<file path="src/hdl/conv3x3_border_keep_filter_macros.svh">
// assertion macros shared by the conv3x3 border-keep filter rtl
// expects signals named clk and rst_n in the module that uses them
`ifndef CONV3X3_BORDER_KEEP_FILTER_MACROS_SVH
`define CONV3X3_BORDER_KEEP_FILTER_MACROS_SVH
`ifndef NO_ASSERTIONS
// antecedent implies consequent in the same cycle
`define CVK_ASSERT_IMPL(label, ante, cons, msg) \
    label: assert property (@(posedge clk) disable iff (!rst_n) (ante) |-> (cons)) \
        else $error(msg);
// antecedent implies consequent in the next cycle
`define CVK_ASSERT_NEXT(label, ante, cons, msg) \
    label: assert property (@(posedge clk) disable iff (!rst_n) (ante) |=> (cons)) \
        else $error(msg);
`else
`define CVK_ASSERT_IMPL(label, ante, cons, msg)
`define CVK_ASSERT_NEXT(label, ante, cons, msg)
`endif
`endif

</file>
<file path="src/hdl/cvk_pkg.sv">
// shared constants, types and helper functions of the conv3x3 border-keep filter
// no dependencies
`timescale 1ns / 1ps

package cvk_pkg;

    // geometry
    localparam int MAX_WIDTH = 62;
    localparam int MIN_DIM   = 3;
    localparam int ADDR_W    = $clog2(MAX_WIDTH);
    localparam int COL_W     = 6;
    localparam int ROW_W     = 12;

    // data widths
    localparam int PIX_W    = 8;
    localparam int COEF_W   = 8;
    localparam int KROW_W   = 24;
    localparam int RES_W    = 16;
    localparam int PROD_W   = 17;
    localparam int SUM_W    = 20;
    localparam int MAG_W    = 19;

    // divide by nine: floor(m / 9) == (m * DIV_RECIP) >> DIV_SHIFT for m < 2**MAG_W
    localparam int DIV_RECIP_W = 19;
    localparam int DIV_SHIFT   = 22;
    localparam int SCALED_W    = MAG_W + DIV_RECIP_W;
    localparam logic [DIV_RECIP_W-1:0] DIV_RECIP = 19'd466034;

    // configuration port
    localparam int PADDR_W   = 5;
    localparam int PDATA_W   = 32;
    localparam int REG_IDX_W = 3;

    localparam logic [REG_IDX_W-1:0] REG_KERNEL_TOP    = 3'd0;
    localparam logic [REG_IDX_W-1:0] REG_KERNEL_MID    = 3'd1;
    localparam logic [REG_IDX_W-1:0] REG_KERNEL_BOTTOM = 3'd2;
    localparam logic [REG_IDX_W-1:0] REG_IMAGE_WIDTH   = 3'd3;
    localparam logic [REG_IDX_W-1:0] REG_IMAGE_HEIGHT  = 3'd4;

    localparam logic [KROW_W-1:0] RST_KERNEL_TOP    = 24'd65801;
    localparam logic [KROW_W-1:0] RST_KERNEL_MID    = 24'd65537;
    localparam logic [KROW_W-1:0] RST_KERNEL_BOTTOM = 24'd3604740;
    localparam logic [COL_W-1:0]  RST_IMAGE_WIDTH   = 6'd6;
    localparam logic [ROW_W-1:0]  RST_IMAGE_HEIGHT  = 12'd3;

    // controller to datapath commands
    typedef struct packed {
        logic take;
        logic commit;
        logic mul;
        logic acc;
        logic scale;
        logic fl_clear;
        logic fl_read;
        logic fl_next;
        logic load_main;
        logic load_flush;
    } cvk_cmd_t;

    // datapath to controller status
    typedef struct packed {
        logic emit;
        logic last;
        logic fl_final;
        logic out_free;
    } cvk_stat_t;

    // signed coefficient in byte position col of a kernel row
    function automatic logic signed [COEF_W-1:0] kernel_coeff(
        input logic [KROW_W-1:0] row,
        input logic [1:0]        col
    );
        kernel_coeff = row[COEF_W*col +: COEF_W];
    endfunction

endpackage

</file>
<file path="src/hdl/cvk_ram.sv">
// generic single-write, single-read ram with registered read data
// no dependencies
`timescale 1ns / 1ps

module cvk_ram #(
    parameter int WIDTH = 8,
    parameter int DEPTH = 64,
    parameter int AW    = (DEPTH > 1) ? $clog2(DEPTH) : 1
) (
    input  logic             clk,
    input  logic             we,
    input  logic [AW-1:0]    waddr,
    input  logic [WIDTH-1:0] wdata,
    input  logic             re,
    input  logic [AW-1:0]    raddr,
    output logic [WIDTH-1:0] rdata
);

    logic [WIDTH-1:0] mem_reg [DEPTH];
    logic [WIDTH-1:0] rdata_reg;

    always_ff @(posedge clk)
    begin
        if (we)
        begin
            mem_reg[waddr] <= wdata;
        end
        if (re)
        begin
            rdata_reg <= mem_reg[raddr];
        end
    end

    assign rdata = rdata_reg;

endmodule

</file>
<file path="src/hdl/cvk_datapath.sv">
// datapath: position counters, line stores, 3x3 window, multiply/sum/scale and output register
// depends on cvk_pkg, cvk_ram and the assertion macro header
`timescale 1ns / 1ps
`include "conv3x3_border_keep_filter_macros.svh"

module cvk_datapath (
    input  logic                              clk,
    input  logic                              rst_n,
    input  cvk_pkg::cvk_cmd_t                 cmd,
    output cvk_pkg::cvk_stat_t                stat,
    input  logic [cvk_pkg::PIX_W-1:0]         pixel,
    input  logic [cvk_pkg::KROW_W-1:0]        kernel_row_top,
    input  logic [cvk_pkg::KROW_W-1:0]        kernel_row_mid,
    input  logic [cvk_pkg::KROW_W-1:0]        kernel_row_bottom,
    input  logic [cvk_pkg::COL_W-1:0]         image_width,
    input  logic [cvk_pkg::ROW_W-1:0]         image_height,
    output logic                              result_valid,
    input  logic                              result_ready,
    output logic signed [cvk_pkg::RES_W-1:0]  filtered,
    output logic                              end_of_run,
    output logic                              end_of_image
);
    import cvk_pkg::*;

    // effective geometry
    logic [COL_W-1:0] w_eff;
    logic [ROW_W-1:0] h_eff;
    logic [COL_W-1:0] w_last;
    logic [ROW_W-1:0] h_last;

    // position counters and per-request flags
    logic [COL_W-1:0]  col_reg, col_next;
    logic [ROW_W-1:0]  row_reg, row_next;
    logic              emit_reg, last_reg, interior_reg;
    logic              take_emit, take_last, take_interior;
    logic [ADDR_W-1:0] take_ci, ci_reg;
    logic [PIX_W-1:0]  pix_reg, centre_reg;

    // window and arithmetic
    logic [PIX_W-1:0]    win_reg [3][3];
    logic [PROD_W-1:0]   prod_reg [3][3];
    logic [PROD_W-1:0]   prod_next [3][3];
    logic [SUM_W-1:0]    sum_reg, sum_next;
    logic [SUM_W-1:0]    mag_full;
    logic [MAG_W-1:0]    mag;
    logic [SCALED_W-1:0] scaled_reg, scaled_next;
    logic                neg_reg;
    logic [RES_W-1:0]    quo_mag, quo_signed;
    logic [KROW_W-1:0]   krow [3];

    // line stores
    logic [PIX_W-1:0]  up_rdata, lo_rdata;
    logic              up_re, lo_re;
    logic [ADDR_W-1:0] up_raddr, lo_raddr;

    // flush and output
    logic [COL_W-1:0] fidx_reg;
    logic             fl_final;
    logic             load;
    logic [RES_W-1:0] main_value, flush_value;
    logic             result_valid_reg;
    logic [RES_W-1:0] filtered_reg;
    logic             end_of_run_reg, end_of_image_reg;

    always_comb
    begin
        if (image_width < COL_W'(MIN_DIM))
        begin
            w_eff = COL_W'(MIN_DIM);
        end
        else if (image_width > COL_W'(MAX_WIDTH))
        begin
            w_eff = COL_W'(MAX_WIDTH);
        end
        else
        begin
            w_eff = image_width;
        end
        if (image_height < ROW_W'(MIN_DIM))
        begin
            h_eff = ROW_W'(MIN_DIM);
        end
        else
        begin
            h_eff = image_height;
        end
    end

    assign w_last = w_eff - COL_W'(1);
    assign h_last = h_eff - ROW_W'(1);

    assign take_last     = (col_reg >= w_last) && (row_reg >= h_last);
    assign take_emit     = (row_reg >= ROW_W'(2))
                         || ((row_reg == ROW_W'(1)) && (col_reg >= COL_W'(1)));
    assign take_interior = (col_reg >= COL_W'(2)) && (col_reg <= w_last)
                         && (row_reg >= ROW_W'(2)) && (row_reg <= h_last);
    assign take_ci       = (col_reg < COL_W'(MAX_WIDTH)) ? ADDR_W'(col_reg)
                                                         : ADDR_W'(MAX_WIDTH - 1);

    always_comb
    begin
        col_next = col_reg;
        row_next = row_reg;
        if (take_last)
        begin
            col_next = '0;
            row_next = '0;
        end
        else if (col_reg >= w_last)
        begin
            col_next = '0;
            row_next = row_reg + ROW_W'(1);
        end
        else
        begin
            col_next = col_reg + COL_W'(1);
        end
    end

    // control state
    always_ff @(posedge clk or negedge rst_n)
    begin
        if (!rst_n)
        begin
            col_reg          <= '0;
            row_reg          <= '0;
            emit_reg         <= 1'b0;
            last_reg         <= 1'b0;
            interior_reg     <= 1'b0;
            fidx_reg         <= '0;
            result_valid_reg <= 1'b0;
        end
        else
        begin
            if (cmd.take)
            begin
                col_reg      <= col_next;
                row_reg      <= row_next;
                emit_reg     <= take_emit;
                last_reg     <= take_last;
                interior_reg <= take_interior;
            end
            if (cmd.fl_clear)
            begin
                fidx_reg <= '0;
            end
            else if (cmd.fl_next)
            begin
                fidx_reg <= fidx_reg + COL_W'(1);
            end
            if (load)
            begin
                result_valid_reg <= 1'b1;
            end
            else if (result_ready)
            begin
                result_valid_reg <= 1'b0;
            end
        end
    end

    // line stores: upper takes what the lower held, lower takes the new pixel
    assign up_re    = cmd.take || (cmd.fl_read && (fidx_reg == '0));
    assign lo_re    = cmd.take || (cmd.fl_read && (fidx_reg != '0));
    assign up_raddr = cmd.take ? take_ci : ADDR_W'(w_last);
    assign lo_raddr = cmd.take ? take_ci : ADDR_W'(fidx_reg - COL_W'(1));

    cvk_ram #(
        .WIDTH (PIX_W),
        .DEPTH (MAX_WIDTH)
    ) u_line_upper (
        .clk   (clk),
        .we    (cmd.commit),
        .waddr (ci_reg),
        .wdata (lo_rdata),
        .re    (up_re),
        .raddr (up_raddr),
        .rdata (up_rdata)
    );

    cvk_ram #(
        .WIDTH (PIX_W),
        .DEPTH (MAX_WIDTH)
    ) u_line_lower (
        .clk   (clk),
        .we    (cmd.commit),
        .waddr (ci_reg),
        .wdata (pix_reg),
        .re    (lo_re),
        .raddr (lo_raddr),
        .rdata (lo_rdata)
    );

    // flipped kernel: window (i,j) meets coefficient (2-i,2-j)
    assign krow[0] = kernel_row_top;
    assign krow[1] = kernel_row_mid;
    assign krow[2] = kernel_row_bottom;

    always_comb
    begin
        logic signed [COEF_W-1:0] k;
        for (int i = 0; i < 3; i++)
        begin
            for (int j = 0; j < 3; j++)
            begin
                k = kernel_coeff(krow[2-i], 2'(2 - j));
                prod_next[i][j] = {{(PROD_W-COEF_W){k[COEF_W-1]}}, k}
                                * {{(PROD_W-PIX_W){1'b0}}, win_reg[i][j]};
            end
        end
    end

    always_comb
    begin
        sum_next = '0;
        for (int i = 0; i < 3; i++)
        begin
            for (int j = 0; j < 3; j++)
            begin
                sum_next = sum_next
                         + {{(SUM_W-PROD_W){prod_reg[i][j][PROD_W-1]}}, prod_reg[i][j]};
            end
        end
    end

    // magnitude times reciprocal, sign restored after the shift
    assign mag_full    = sum_reg[SUM_W-1] ? (SUM_W'(0) - sum_reg) : sum_reg;
    assign mag         = mag_full[MAG_W-1:0];
    assign scaled_next = {{DIV_RECIP_W{1'b0}}, mag} * {{MAG_W{1'b0}}, DIV_RECIP};
    assign quo_mag     = scaled_reg[DIV_SHIFT +: RES_W];
    assign quo_signed  = neg_reg ? (RES_W'(0) - quo_mag) : quo_mag;

    assign main_value  = interior_reg ? quo_signed
                                      : {{(RES_W-PIX_W){1'b0}}, centre_reg};
    assign flush_value = {{(RES_W-PIX_W){1'b0}}, (fidx_reg == '0) ? up_rdata : lo_rdata};
    assign fl_final    = (fidx_reg == w_eff);
    assign load        = cmd.load_main || cmd.load_flush;

    // payload
    always_ff @(posedge clk)
    begin
        if (cmd.take)
        begin
            pix_reg    <= pixel;
            ci_reg     <= take_ci;
            centre_reg <= win_reg[1][2];
        end
        if (cmd.commit)
        begin
            for (int i = 0; i < 3; i++)
            begin
                win_reg[i][0] <= win_reg[i][1];
                win_reg[i][1] <= win_reg[i][2];
            end
            win_reg[0][2] <= up_rdata;
            win_reg[1][2] <= lo_rdata;
            win_reg[2][2] <= pix_reg;
        end
        if (cmd.mul)
        begin
            prod_reg <= prod_next;
        end
        if (cmd.acc)
        begin
            sum_reg <= sum_next;
        end
        if (cmd.scale)
        begin
            scaled_reg <= scaled_next;
            neg_reg    <= sum_reg[SUM_W-1];
        end
        if (load)
        begin
            filtered_reg     <= cmd.load_main ? main_value : flush_value;
            end_of_run_reg   <= cmd.load_main ? !last_reg : fl_final;
            end_of_image_reg <= cmd.load_main ? 1'b0 : fl_final;
        end
    end

    assign stat.emit     = emit_reg;
    assign stat.last     = last_reg;
    assign stat.fl_final = fl_final;
    assign stat.out_free = !result_valid_reg || result_ready;

    assign result_valid = result_valid_reg;
    assign filtered     = filtered_reg;
    assign end_of_run   = end_of_run_reg;
    assign end_of_image = end_of_image_reg;

    `CVK_ASSERT_IMPL(a_eoi_ends_run, result_valid && end_of_image, end_of_run, "image end not run end")
    `CVK_ASSERT_IMPL(a_ci_in_range, cmd.commit, ci_reg < ADDR_W'(MAX_WIDTH), "line address out of range")
    `CVK_ASSERT_IMPL(a_load_when_free, load, stat.out_free, "held result overwritten")

endmodule

</file>
<file path="src/hdl/cvk_ctrl.sv">
// controller state machine: sequences read, window update, arithmetic, output and flush
// depends on cvk_pkg and the assertion macro header
`timescale 1ns / 1ps
`include "conv3x3_border_keep_filter_macros.svh"

module cvk_ctrl (
    input  logic               clk,
    input  logic               rst_n,
    input  logic               pixel_valid,
    output logic               pixel_ready,
    input  cvk_pkg::cvk_stat_t stat,
    output cvk_pkg::cvk_cmd_t  cmd
);
    import cvk_pkg::*;

    localparam logic [2:0] S_IDLE     = 3'd0;
    localparam logic [2:0] S_READ     = 3'd1;
    localparam logic [2:0] S_MUL      = 3'd2;
    localparam logic [2:0] S_SUM      = 3'd3;
    localparam logic [2:0] S_SCALE    = 3'd4;
    localparam logic [2:0] S_EMIT     = 3'd5;
    localparam logic [2:0] S_FL_RD    = 3'd6;
    localparam logic [2:0] S_FL_EMIT  = 3'd7;

    logic [2:0] state_reg, state_next;

    always_comb
    begin
        state_next = state_reg;
        cmd        = '0;
        unique case (state_reg)
            S_IDLE:
            begin
                if (pixel_valid)
                begin
                    cmd.take     = 1'b1;
                    cmd.fl_clear = 1'b1;
                    state_next   = S_READ;
                end
            end
            S_READ:
            begin
                cmd.commit = 1'b1;
                state_next = stat.emit ? S_MUL : S_IDLE;
            end
            S_MUL:
            begin
                cmd.mul    = 1'b1;
                state_next = S_SUM;
            end
            S_SUM:
            begin
                cmd.acc    = 1'b1;
                state_next = S_SCALE;
            end
            S_SCALE:
            begin
                cmd.scale  = 1'b1;
                state_next = S_EMIT;
            end
            S_EMIT:
            begin
                if (stat.out_free)
                begin
                    cmd.load_main = 1'b1;
                    state_next    = stat.last ? S_FL_RD : S_IDLE;
                end
            end
            S_FL_RD:
            begin
                cmd.fl_read = 1'b1;
                state_next  = S_FL_EMIT;
            end
            S_FL_EMIT:
            begin
                if (stat.out_free)
                begin
                    cmd.load_flush = 1'b1;
                    cmd.fl_next    = 1'b1;
                    state_next     = stat.fl_final ? S_IDLE : S_FL_RD;
                end
            end
            default:
            begin
                state_next = S_IDLE;
            end
        endcase
    end

    always_ff @(posedge clk or negedge rst_n)
    begin
        if (!rst_n)
        begin
            state_reg <= S_IDLE;
        end
        else
        begin
            state_reg <= state_next;
        end
    end

    assign pixel_ready = (state_reg == S_IDLE);

    `CVK_ASSERT_NEXT(a_take_then_commit, cmd.take, cmd.commit, "read not followed by commit")
    `CVK_ASSERT_IMPL(a_idle_no_load, pixel_ready, !(cmd.load_main || cmd.load_flush), "load while idle")
    `CVK_ASSERT_NEXT(a_last_starts_flush, cmd.load_main && stat.last, cmd.fl_read, "flush missed")

endmodule

</file>
<file path="src/hdl/conv3x3_border_keep_filter.sv">
// top level of the conv3x3 border-keep filter: apb register file, controller and datapath
// depends on cvk_pkg, cvk_ctrl, cvk_datapath (and through it cvk_ram)
`timescale 1ns / 1ps

// usage
// - pixels enter in raster order on pixel/pixel_valid/pixel_ready, one request each
// - results leave on filtered/end_of_run/end_of_image with result_valid/result_ready
// - the request at raster index k gives the result for index k-W-1; the first W+1
//   requests of an image give nothing, the last one also flushes the final W+1 results
// - interior results are the flipped-kernel sum of products divided by nine,
//   truncated toward zero; border pixels come out unchanged
// - end_of_run marks the last result of a request, end_of_image the last of an image
// - steps with a ready receiver: a request without a result goes through line store read
//   and window update; one with a result goes through line store read, window update,
//   multiply, sum, scale and load; the last request of an image then does a line store
//   read and a load for each flushed value
// - the controller walks one request through the line store read port and the
//   multiply/sum/scale registers before taking another
// - a stalled receiver holds the output register; the block may take the next
//   request but waits in its load step until the held result is taken
// - reset clears counters, handshake state and the registers to their defaults;
//   line stores and window need no clearing and are written before use
// - write configuration only while idle; pready is always high

module conv3x3_border_keep_filter (
    input  logic                               clk,
    input  logic                               rst_n,
    // pixel channel
    input  logic [cvk_pkg::PIX_W-1:0]          pixel,
    input  logic                               pixel_valid,
    output logic                               pixel_ready,
    // result channel
    output logic signed [cvk_pkg::RES_W-1:0]   filtered,
    output logic                               end_of_run,
    output logic                               end_of_image,
    output logic                               result_valid,
    input  logic                               result_ready,
    // apb configuration port
    input  logic                               psel,
    input  logic                               penable,
    input  logic                               pwrite,
    input  logic [cvk_pkg::PADDR_W-1:0]        paddr,
    input  logic [cvk_pkg::PDATA_W-1:0]        pwdata,
    output logic [cvk_pkg::PDATA_W-1:0]        prdata,
    output logic                               pready
);
    import cvk_pkg::*;

    logic [KROW_W-1:0]    kernel_top_reg;
    logic [KROW_W-1:0]    kernel_mid_reg;
    logic [KROW_W-1:0]    kernel_bottom_reg;
    logic [COL_W-1:0]     image_width_reg;
    logic [ROW_W-1:0]     image_height_reg;
    logic                 cfg_write;
    logic [REG_IDX_W-1:0] reg_idx;
    cvk_cmd_t             cmd;
    cvk_stat_t            stat;

    // register index is the word address
    assign pready    = 1'b1;
    assign cfg_write = psel && penable && pwrite && pready;
    assign reg_idx   = paddr[PADDR_W-1:2];

    always_ff @(posedge clk or negedge rst_n)
    begin
        if (!rst_n)
        begin
            kernel_top_reg    <= RST_KERNEL_TOP;
            kernel_mid_reg    <= RST_KERNEL_MID;
            kernel_bottom_reg <= RST_KERNEL_BOTTOM;
            image_width_reg   <= RST_IMAGE_WIDTH;
            image_height_reg  <= RST_IMAGE_HEIGHT;
        end
        else if (cfg_write)
        begin
            unique case (reg_idx)
                REG_KERNEL_TOP:    kernel_top_reg    <= pwdata[KROW_W-1:0];
                REG_KERNEL_MID:    kernel_mid_reg    <= pwdata[KROW_W-1:0];
                REG_KERNEL_BOTTOM: kernel_bottom_reg <= pwdata[KROW_W-1:0];
                REG_IMAGE_WIDTH:   image_width_reg   <= pwdata[COL_W-1:0];
                REG_IMAGE_HEIGHT:  image_height_reg  <= pwdata[ROW_W-1:0];
                default:
                begin
                    // unmapped address, write dropped
                end
            endcase
        end
    end

    // read back, zero extended
    always_comb
    begin
        unique case (reg_idx)
            REG_KERNEL_TOP:    prdata = PDATA_W'(kernel_top_reg);
            REG_KERNEL_MID:    prdata = PDATA_W'(kernel_mid_reg);
            REG_KERNEL_BOTTOM: prdata = PDATA_W'(kernel_bottom_reg);
            REG_IMAGE_WIDTH:   prdata = PDATA_W'(image_width_reg);
            REG_IMAGE_HEIGHT:  prdata = PDATA_W'(image_height_reg);
            default:           prdata = '0;
        endcase
    end

    // sequencing
    cvk_ctrl u_ctrl (
        .clk         (clk),
        .rst_n       (rst_n),
        .pixel_valid (pixel_valid),
        .pixel_ready (pixel_ready),
        .stat        (stat),
        .cmd         (cmd)
    );

    // line stores, window, arithmetic and output register
    cvk_datapath u_datapath (
        .clk               (clk),
        .rst_n             (rst_n),
        .cmd               (cmd),
        .stat              (stat),
        .pixel             (pixel),
        .kernel_row_top    (kernel_top_reg),
        .kernel_row_mid    (kernel_mid_reg),
        .kernel_row_bottom (kernel_bottom_reg),
        .image_width       (image_width_reg),
        .image_height      (image_height_reg),
        .result_valid      (result_valid),
        .result_ready      (result_ready),
        .filtered          (filtered),
        .end_of_run        (end_of_run),
        .end_of_image      (end_of_image)
    );

endmodule
</file>
<file path="config.mk">
export PLATFORM = sky130hd
export DESIGN_NAME = conv3x3_border_keep_filter
export DESIGN_NICKNAME = d
export VERILOG_FILES = /design/src/hdl/cvk_pkg.sv /design/src/hdl/cvk_ram.sv /design/src/hdl/cvk_datapath.sv /design/src/hdl/cvk_ctrl.sv /design/src/hdl/conv3x3_border_keep_filter.sv
export VERILOG_INCLUDE_DIRS = /design/src /design/src/hdl
export SDC_FILE = /design/constraint.sdc
export NUM_CORES = 2
export LEC_CHECK = 0
export ABC_AREA = 1
export BUFFER_PORTS_ARGS = -buffer_cell sky130_fd_sc_hd__buf_2
export CAP_MARGIN = 10
export CORE_MARGIN = 2
export CORE_UTILIZATION = 39
export DETAILED_ROUTE_END_ITERATION = 10
export SETUP_SLACK_MARGIN = 0.3
export SYNTH_ARGS = -nofsm -noshare
export SYNTH_HDL_FRONTEND = slang
export SYNTH_SLANG_ARGS = --single-unit
</file>
<file path="constraint.sdc">
create_clock -name clk -period 21.7 [get_ports clk]
set_input_delay 1.085 -clock clk [delete_from_list [all_inputs] [get_ports clk]]
set_output_delay 1.085 -clock clk [all_outputs]
set_load 0.1 [all_outputs]
</file>
-- After elaboration in Yosys (flattened, before gate mapping)
Memories as Yosys holds them, arrays and structs flattened. A register that Yosys moved wholly into a read port is not among the register bits.
Cells that the tools add are included.
- add/sub/neg operators: 16
- $mul: 10
- magnitude comparators: 11
- equality and inequality tests: 16
- multiplexer cells: 40
- reductions and logical operators: 31
- operator list (operator ; number):
    $mul A8 B9 Y17 ; 9
    $add A20 B20 Y20 ; 7
    $pmux W24 S5 ; 1
    $mux W6 ; 9
    $mul A19 B18 Y37 const B ; 1
    $mux W12 ; 3
    $mux W8 ; 3
    $pmux W3 S8 ; 1
    $mux W19 ; 1
    $sub A1 B19 Y19 const A ; 1
    $add A17 B17 Y18 ; 1
    $mux W16 ; 1
    $sub A1 B16 Y16 const A ; 1
    $eq A3 B3 Y1 const B ; 5
    $mux W1 ; 15
    $mux W3 ; 5
    $reduce_and A2 Y1 ; 7
    $add A12 B1 Y12 const B ; 1
    $add A6 B1 Y6 const B ; 2
    $eq A12 B1 Y1 const B ; 1
    $eq A3 B2 Y1 const B ; 4
    $ge A12 B12 Y1 ; 1
    $ge A12 B2 Y1 const B ; 1
    $le A12 B12 Y1 ; 1
    22 further kinds ; 42
- bits in registers: 372
- memory bits (writable): 1064
- input bits: 52
- output and inout bits: 53
- memories kept: 3
- memories (name ; words ; width ; rd ports ; clocked after Yosys merged registers in ; wr ports ; line ; source):
    u_datapath.u_line_lower.mem_reg ; 62 ; 8 ; 1 ; 1 ; 1 ; cvk_ram.sv:19 ; logic [WIDTH-1:0] mem_reg [DEPTH];
    u_datapath.u_line_upper.mem_reg ; 62 ; 8 ; 1 ; 1 ; 1 ; cvk_ram.sv:19 ;
    u_datapath.win_reg ; 3 ; 24 ; 3 ; 0 ; 3 ; cvk_datapath.sv:40 ; logic [PIX_W-1:0] win_reg [3][3];

-- Depth between registers and ports, before layout
- depth in word-level cells: 8
- gate-level depth with buffers: 33

-- Cells and area by module
Synthesis repeated with hierarchy kept, for this count alone.
- cells, all modules: 8754
- area, all modules: 87789.2 um^2
- modules (own cells, without submodules) (module ; instances ; cells an instance ; area an instance (um^2) ; sequential area each (um^2)):
    cvk_datapath ; 1 ; 4652 ; 42027.8 ; 9769.4
    cvk_ram ; 2 ; 1756 ; 20546.0 ; 15134.5
    conv3x3_border_keep_filter ; 1 ; 544 ; 4349.2 ; 2273.4
    cvk_ctrl ; 1 ; 46 ; 320.3 ; 75.1

-- Worst setup path before layout
No wires, ideal clock.
- path kind: register to register
- start: reg u_ctrl.state_reg[1]
- end: reg u_datapath.prod_reg[0] (netlist bit), enable pin
- data arrival time: 10935 ps
- required time: 20843 ps
- setup slack: 9909 ps
- cell stages (with the launch flop): 4
- clock period less this slack: 11791 ps
- cell sequence: dfrtp_1 buf_2 inv_1 nor3_1
- cells in the longest elaborated chain, start to end: 2
- RTL lines (what ; line ; source):
    start: declaration ; cvk_ctrl.sv:25 ; logic [2:0] state_reg, state_next;
    start signal: assignment ; cvk_ctrl.sv:98 ; state_reg <= state_next;
    $eq A3 B2 Y1 ; cvk_ctrl.sv:31 ; unique case (state_reg)
    $mux W1 ; cvk_ctrl.sv:31 ;
    end signal: assignment ; cvk_datapath.sv:261 ; prod_reg <= prod_next;
    end: declaration ; cvk_datapath.sv:41 ; logic [PROD_W-1:0] prod_reg [3][3];
Every way passes these cells.
A chain may end at the register's enable or synchronous reset.

-- Worst setup path in the final report
- start: reg u_datapath.sum_reg[0]
- end: reg u_datapath.scaled_reg[34] (data pin)
- cells in the longest elaborated chain, start to end: 3
- RTL lines (what ; line ; source):
    start: declaration ; cvk_datapath.sv:43 ; logic [SUM_W-1:0] sum_reg, sum_next;
    start signal: assignment ; cvk_datapath.sv:265 ; sum_reg <= sum_next;
    $sub A1 B19 Y19 ; cvk_datapath.sv:227 ; assign mag_full = sum_reg[SUM_W-1] ? (SUM_W'(0) - sum_reg) : sum_reg;
    $mux W19 * ; cvk_datapath.sv:227 ;
    $mul A19 B18 Y37 * ; cvk_datapath.sv:229 ; assign scaled_next = {{DIV_RECIP_W{1'b0}}, mag} * {{MAG_W{1'b0}}, DIV_RECIP};
    named net u_datapath.scaled_next[34] ; cvk_datapath.sv:46 ; logic [SCALED_W-1:0] scaled_reg, scaled_next;
    end signal: assignment ; cvk_datapath.sv:269 ; scaled_reg <= scaled_next;
    end: declaration ; cvk_datapath.sv:46 ;
Mark *: on every way through the listed nets, which the timed path passes. The rest lies on a longest branch.

==> results by stage <==
Die:
- After floorplanning, the core was divided into 176 placement rows.
- The effective utilization at floorplan is 0.391.
- The core region is 229,000 µm².
- For this design the top-level I/O count stands at 105.
- Measured along the x axis, the die boundary spans 484 µm.
- The die span in y is 484 µm.
- The floorplan step defined a die boundary enclosing 234,000 µm².

Clock network:
- The number of hold buffers added after cts is 0.
- The tree is rooted in a sky130_fd_sc_hd__clkbuf_16.
- The clock passes through at most 3 buffers.
- The H-tree was split into 4 levels.
- The buffer count from post-CTS setup fixing is 0.
- Clock-pin slew was measured on the worst setup and hold paths at 0.06 ns.
- The number of gates resized after cts is 0.
- For the worst-skew pair, the clock arrives at the later sink with an insertion delay of 0.83 ns.
- The clock buffer count from CTS is 157.
- The clock tree from TritonCTS is built.
- The tree built by TritonCTS fans out to 1,431 sinks.

Job:
- The number of violations of the max-capacitance limit is 0.

Setup path:
- For the worst setup path, the data arrival time is 7.73 ns.
- STA classifies the critical path endpoint as a register.
- For the worst setup path, the data required time is 22.26 ns.
- By instance count, the cell type seen most on the critical path is sky130_fd_sc_hd__inv_1.
- The maximum single-stage delay on the critical path is 0.54 ns.
- Counting cells, the worst reg-to-reg path comes to 29.
- The library cell contributing the largest single delay on the critical path is sky130_fd_sc_hd__edfxtp_1.
- The worst register-to-register path begins at u_datapath.sum_reg[0].
- The start point of the critical path is u_datapath.sum_reg[0].
- Along the worst path, the maximum fanout reaches 6.
- The critical path class is reg -> reg.
- The startpoint kind of the worst setup timing path is a register.

Timing:
- In the post-route analysis, the smallest setup slack over all paths is 14.53 ns.
- The worst max-slew margin expressed relative to the limit is 0.178.
- The number of failing hold endpoints at the final stage is 0.
- The total count of max-transition violations in the final report is 0.
- The final worst-path cycle share is 0.331.
- The final-report setup violation count is 0.
- The tightest hold margin is 0.241 ns.
- The pin slew with the least headroom to its limit is 1.23 ns.
- Setup repair after global routing left no endpoint under its margin.
- The clock skew after layout is 0.0568 ns.
- The clock period minus worst slack is 7.17 ns.
- Based on the critical path, the design can be clocked at up to 0.139 GHz.
- The setup TNS is 0 ns.

Finish:
- For this run, the post-layout net count is 10.3k.
- Across the whole layout, storage elements account for 42,400 µm².
- The fraction of layout instances using a drive strength above 1 is 0.0595.
- The multi-input combinational cells in the finished layout cover a total of 38,400 µm².
- The fill cell total of the finished layout is 21.8k.
- The synthesis-to-layout area growth is 9.59%.

Detailed routing:
- For this run, the detailed router's first-pass iteration total came to 6.
- For this block, the initial DRC count from the detailed router was 5,187.
- The number of routed nets with antenna violations is 0.
- In the routed design, unresolved DRC markers number 0.
- After detailed routing, the average wire length per cell comes to 19.1 µm.
- For this block, the via count after detailed routing is 61.7k.
- The detailed-route vias per instance is 5.02.
- For this block, the routed nets add up to 235 mm of wire.

Global route:
- The wire length of the first global-routing pass is 362 mm.
- Entering global routing, the biggest net connects 155 pins.
- The global-route usage over all layers is 0.200.
- Global routing finished with a remaining overflow of 0.
- The number of global-route vias before repair is 61.2k.
- The number of antenna violations at the first check in global routing is 5.

Synth:
- The number of different library cells used by synthesis comes to 58.
- Of the post-synthesis cell area, the part taken by muxes is 0.000669.
- The most frequent cell after synthesis is sky130_fd_sc_hd__inv_1.
- The netlist area before placement is 89,800 µm².
- The compound-gate portion of the synthesized area is 0.0410.
- Of the post-synthesis cell area, the dominant cell type holds 0.438.
- After synthesis, the share of flip-flops with an asynchronous set or reset is 0.0846.
- By area the synthesized netlist is led by sky130_fd_sc_hd__edfxtp_1, sky130_fd_sc_hd__fa_1, sky130_fd_sc_hd__ha_1.
- The fraction of the mapped netlist area in adder cells is 0.199.
- For this run, the register share of the synthesized area comes to 0.472.
- Counting instances in the post-synthesis netlist gives the leading cell types as sky130_fd_sc_hd__inv_1, sky130_fd_sc_hd__nand2_1, sky130_fd_sc_hd__edfxtp_1, sky130_fd_sc_hd__nand3_1, sky130_fd_sc_hd__ha_1.
- sky130_fd_sc_hd__edfxtp_1 takes more of the synthesized area than any other cell.
- The number of warnings issued by yosys is 0.
- The main combinational cell family by area after synthesis is adder cells.
- After synthesis, the mean cell area works out to 9.79 µm².
- Synthesis produced 9,170 cells.
- Of the total synthesized cell area, the portion taken by AND, OR, NAND and NOR gates is 0.164.
- In the synthesized netlist the dominant register cell turns out to be sky130_fd_sc_hd__edfxtp_1.
- The count of state elements after synthesis is 1,431.
- Of the total synthesized cell area, the portion taken by XOR and XNOR cells is 0.0208.
- The count of flip-flops with a built-in enable after synthesis is 1,310.

Placement:
- The setup slack at placement is 14.50 ns.
- Port buffering added 85 buffers.
- The congestion estimate from routability-driven global placement came to 0.898.
- The HPWL after detailed placement is 161 mm.

Worst hold path:
- The class of the tightest hold or removal check is in -> async.

Outcome:
- The run finished with clean final reports.
metrics by stage:
step,area (µm²),cells,util
6_report,98400,12300,0.429
5_1_grt,98400,12300,0.429
4_1_cts,98400,12300,0.429
3_5_place_dp,93300,12000,0.406
3_3_place_gp,93300,12000,0.406
2_1_floorplan,89800,9177,-
worst paths after layout:
| kind | slack, ns | to |
|---|---|---|
| setup / recovery | 14.53 | u_datapath.scaled_reg[34] |
| hold / removal | 0.24 | kernel_mid_reg[23] |
| setup reg to reg | 14.53 | u_datapath.scaled_reg[34] |
| hold reg to reg | 0.49 | image_height_reg[1] |
| max in group asynchronous | 20.07 | u_datapath.result_valid |
| min in group clk | 0.44 | u_datapath.pix_reg[7] |
cell families (layout without fill, tap and decap cells):
kind of cell	after synthesis	in the layout
simple gates	3390	3390
xor+xnor	213	213
flops	1431	1431
fa+ha+maj	1118	1118
other cells	2	13
compound gates	642	642
mux	6	6
buf+inv	2368	2450
cells in the final DEF, fill, tap and decap left out, types with 9 or more instances in the layout:
cell type and instances:
sky130_fd_sc_hd__inv_1 1947, sky130_fd_sc_hd__nand2_1 1861, sky130_fd_sc_hd__edfxtp_1 1310, sky130_fd_sc_hd__nand3_1 985
sky130_fd_sc_hd__ha_1 606, sky130_fd_sc_hd__fa_1 512, sky130_fd_sc_hd__nor2_1 256, sky130_fd_sc_hd__o21ai_0 238
sky130_fd_sc_hd__a21oi_1 223, sky130_fd_sc_hd__clkbuf_16 162, sky130_fd_sc_hd__xor2_1 147, sky130_fd_sc_hd__buf_4 118
sky130_fd_sc_hd__dfrtp_1 104, sky130_fd_sc_hd__nand3b_1 103, sky130_fd_sc_hd__buf_2 84, sky130_fd_sc_hd__xnor2_1 66
sky130_fd_sc_hd__or2_2 58, sky130_fd_sc_hd__o211ai_1 52, sky130_fd_sc_hd__nor3_1 43, sky130_fd_sc_hd__clkbuf_1 37
sky130_fd_sc_hd__nand4_1 32, sky130_fd_sc_hd__clkinv_1 29, sky130_fd_sc_hd__a31oi_1 29, sky130_fd_sc_hd__clkinv_2 29
sky130_fd_sc_hd__a21o_1 23, sky130_fd_sc_hd__o2111ai_1 18, sky130_fd_sc_hd__dfstp_2 17, sky130_fd_sc_hd__o221ai_1 12
sky130_fd_sc_hd__nor2_2 12, sky130_fd_sc_hd__bufinv_16 11, sky130_fd_sc_hd__nor4_1 10, sky130_fd_sc_hd__conb_1 9
metal layers:
layer / GRT usage / routed length (µm)
met1: 0.262 / 99200
met2: 0.338 / 113000
met3: 0.0288 / 13800
met4: 0.0713 / 8640
met5: 0 / 0
final cells by class:
type / instances / share of cell area
repair buffers: 204 / 0.0136
multi-input cells: 5378 / 0.390
clock inverters: 78 / 0.00876
inverters: 1964 / 0.0750
diodes: 4 / 0.000102
clock buffers: 204 / 0.0433
flip-flops and latches: 1431 / 0.431
well taps: 3026 / 0.0385
critical path: cells and delay by family (launching register included):
family / cells / cell delay (ns)
AOI/OAI and AO/OA: 5 / 1.06
xor gates and xnor gates: 1 / 0.52
adders and majority gates: 8 / 3.30
buffers and inverters: 6 / 0.49
DFF: 1 / 0.54
and+or+nand+nor: 9 / 1.05
Power is left out: the tool's default activity adds up to more than one toggle a clock period on the data nets, which glitch-free logic cannot reach.
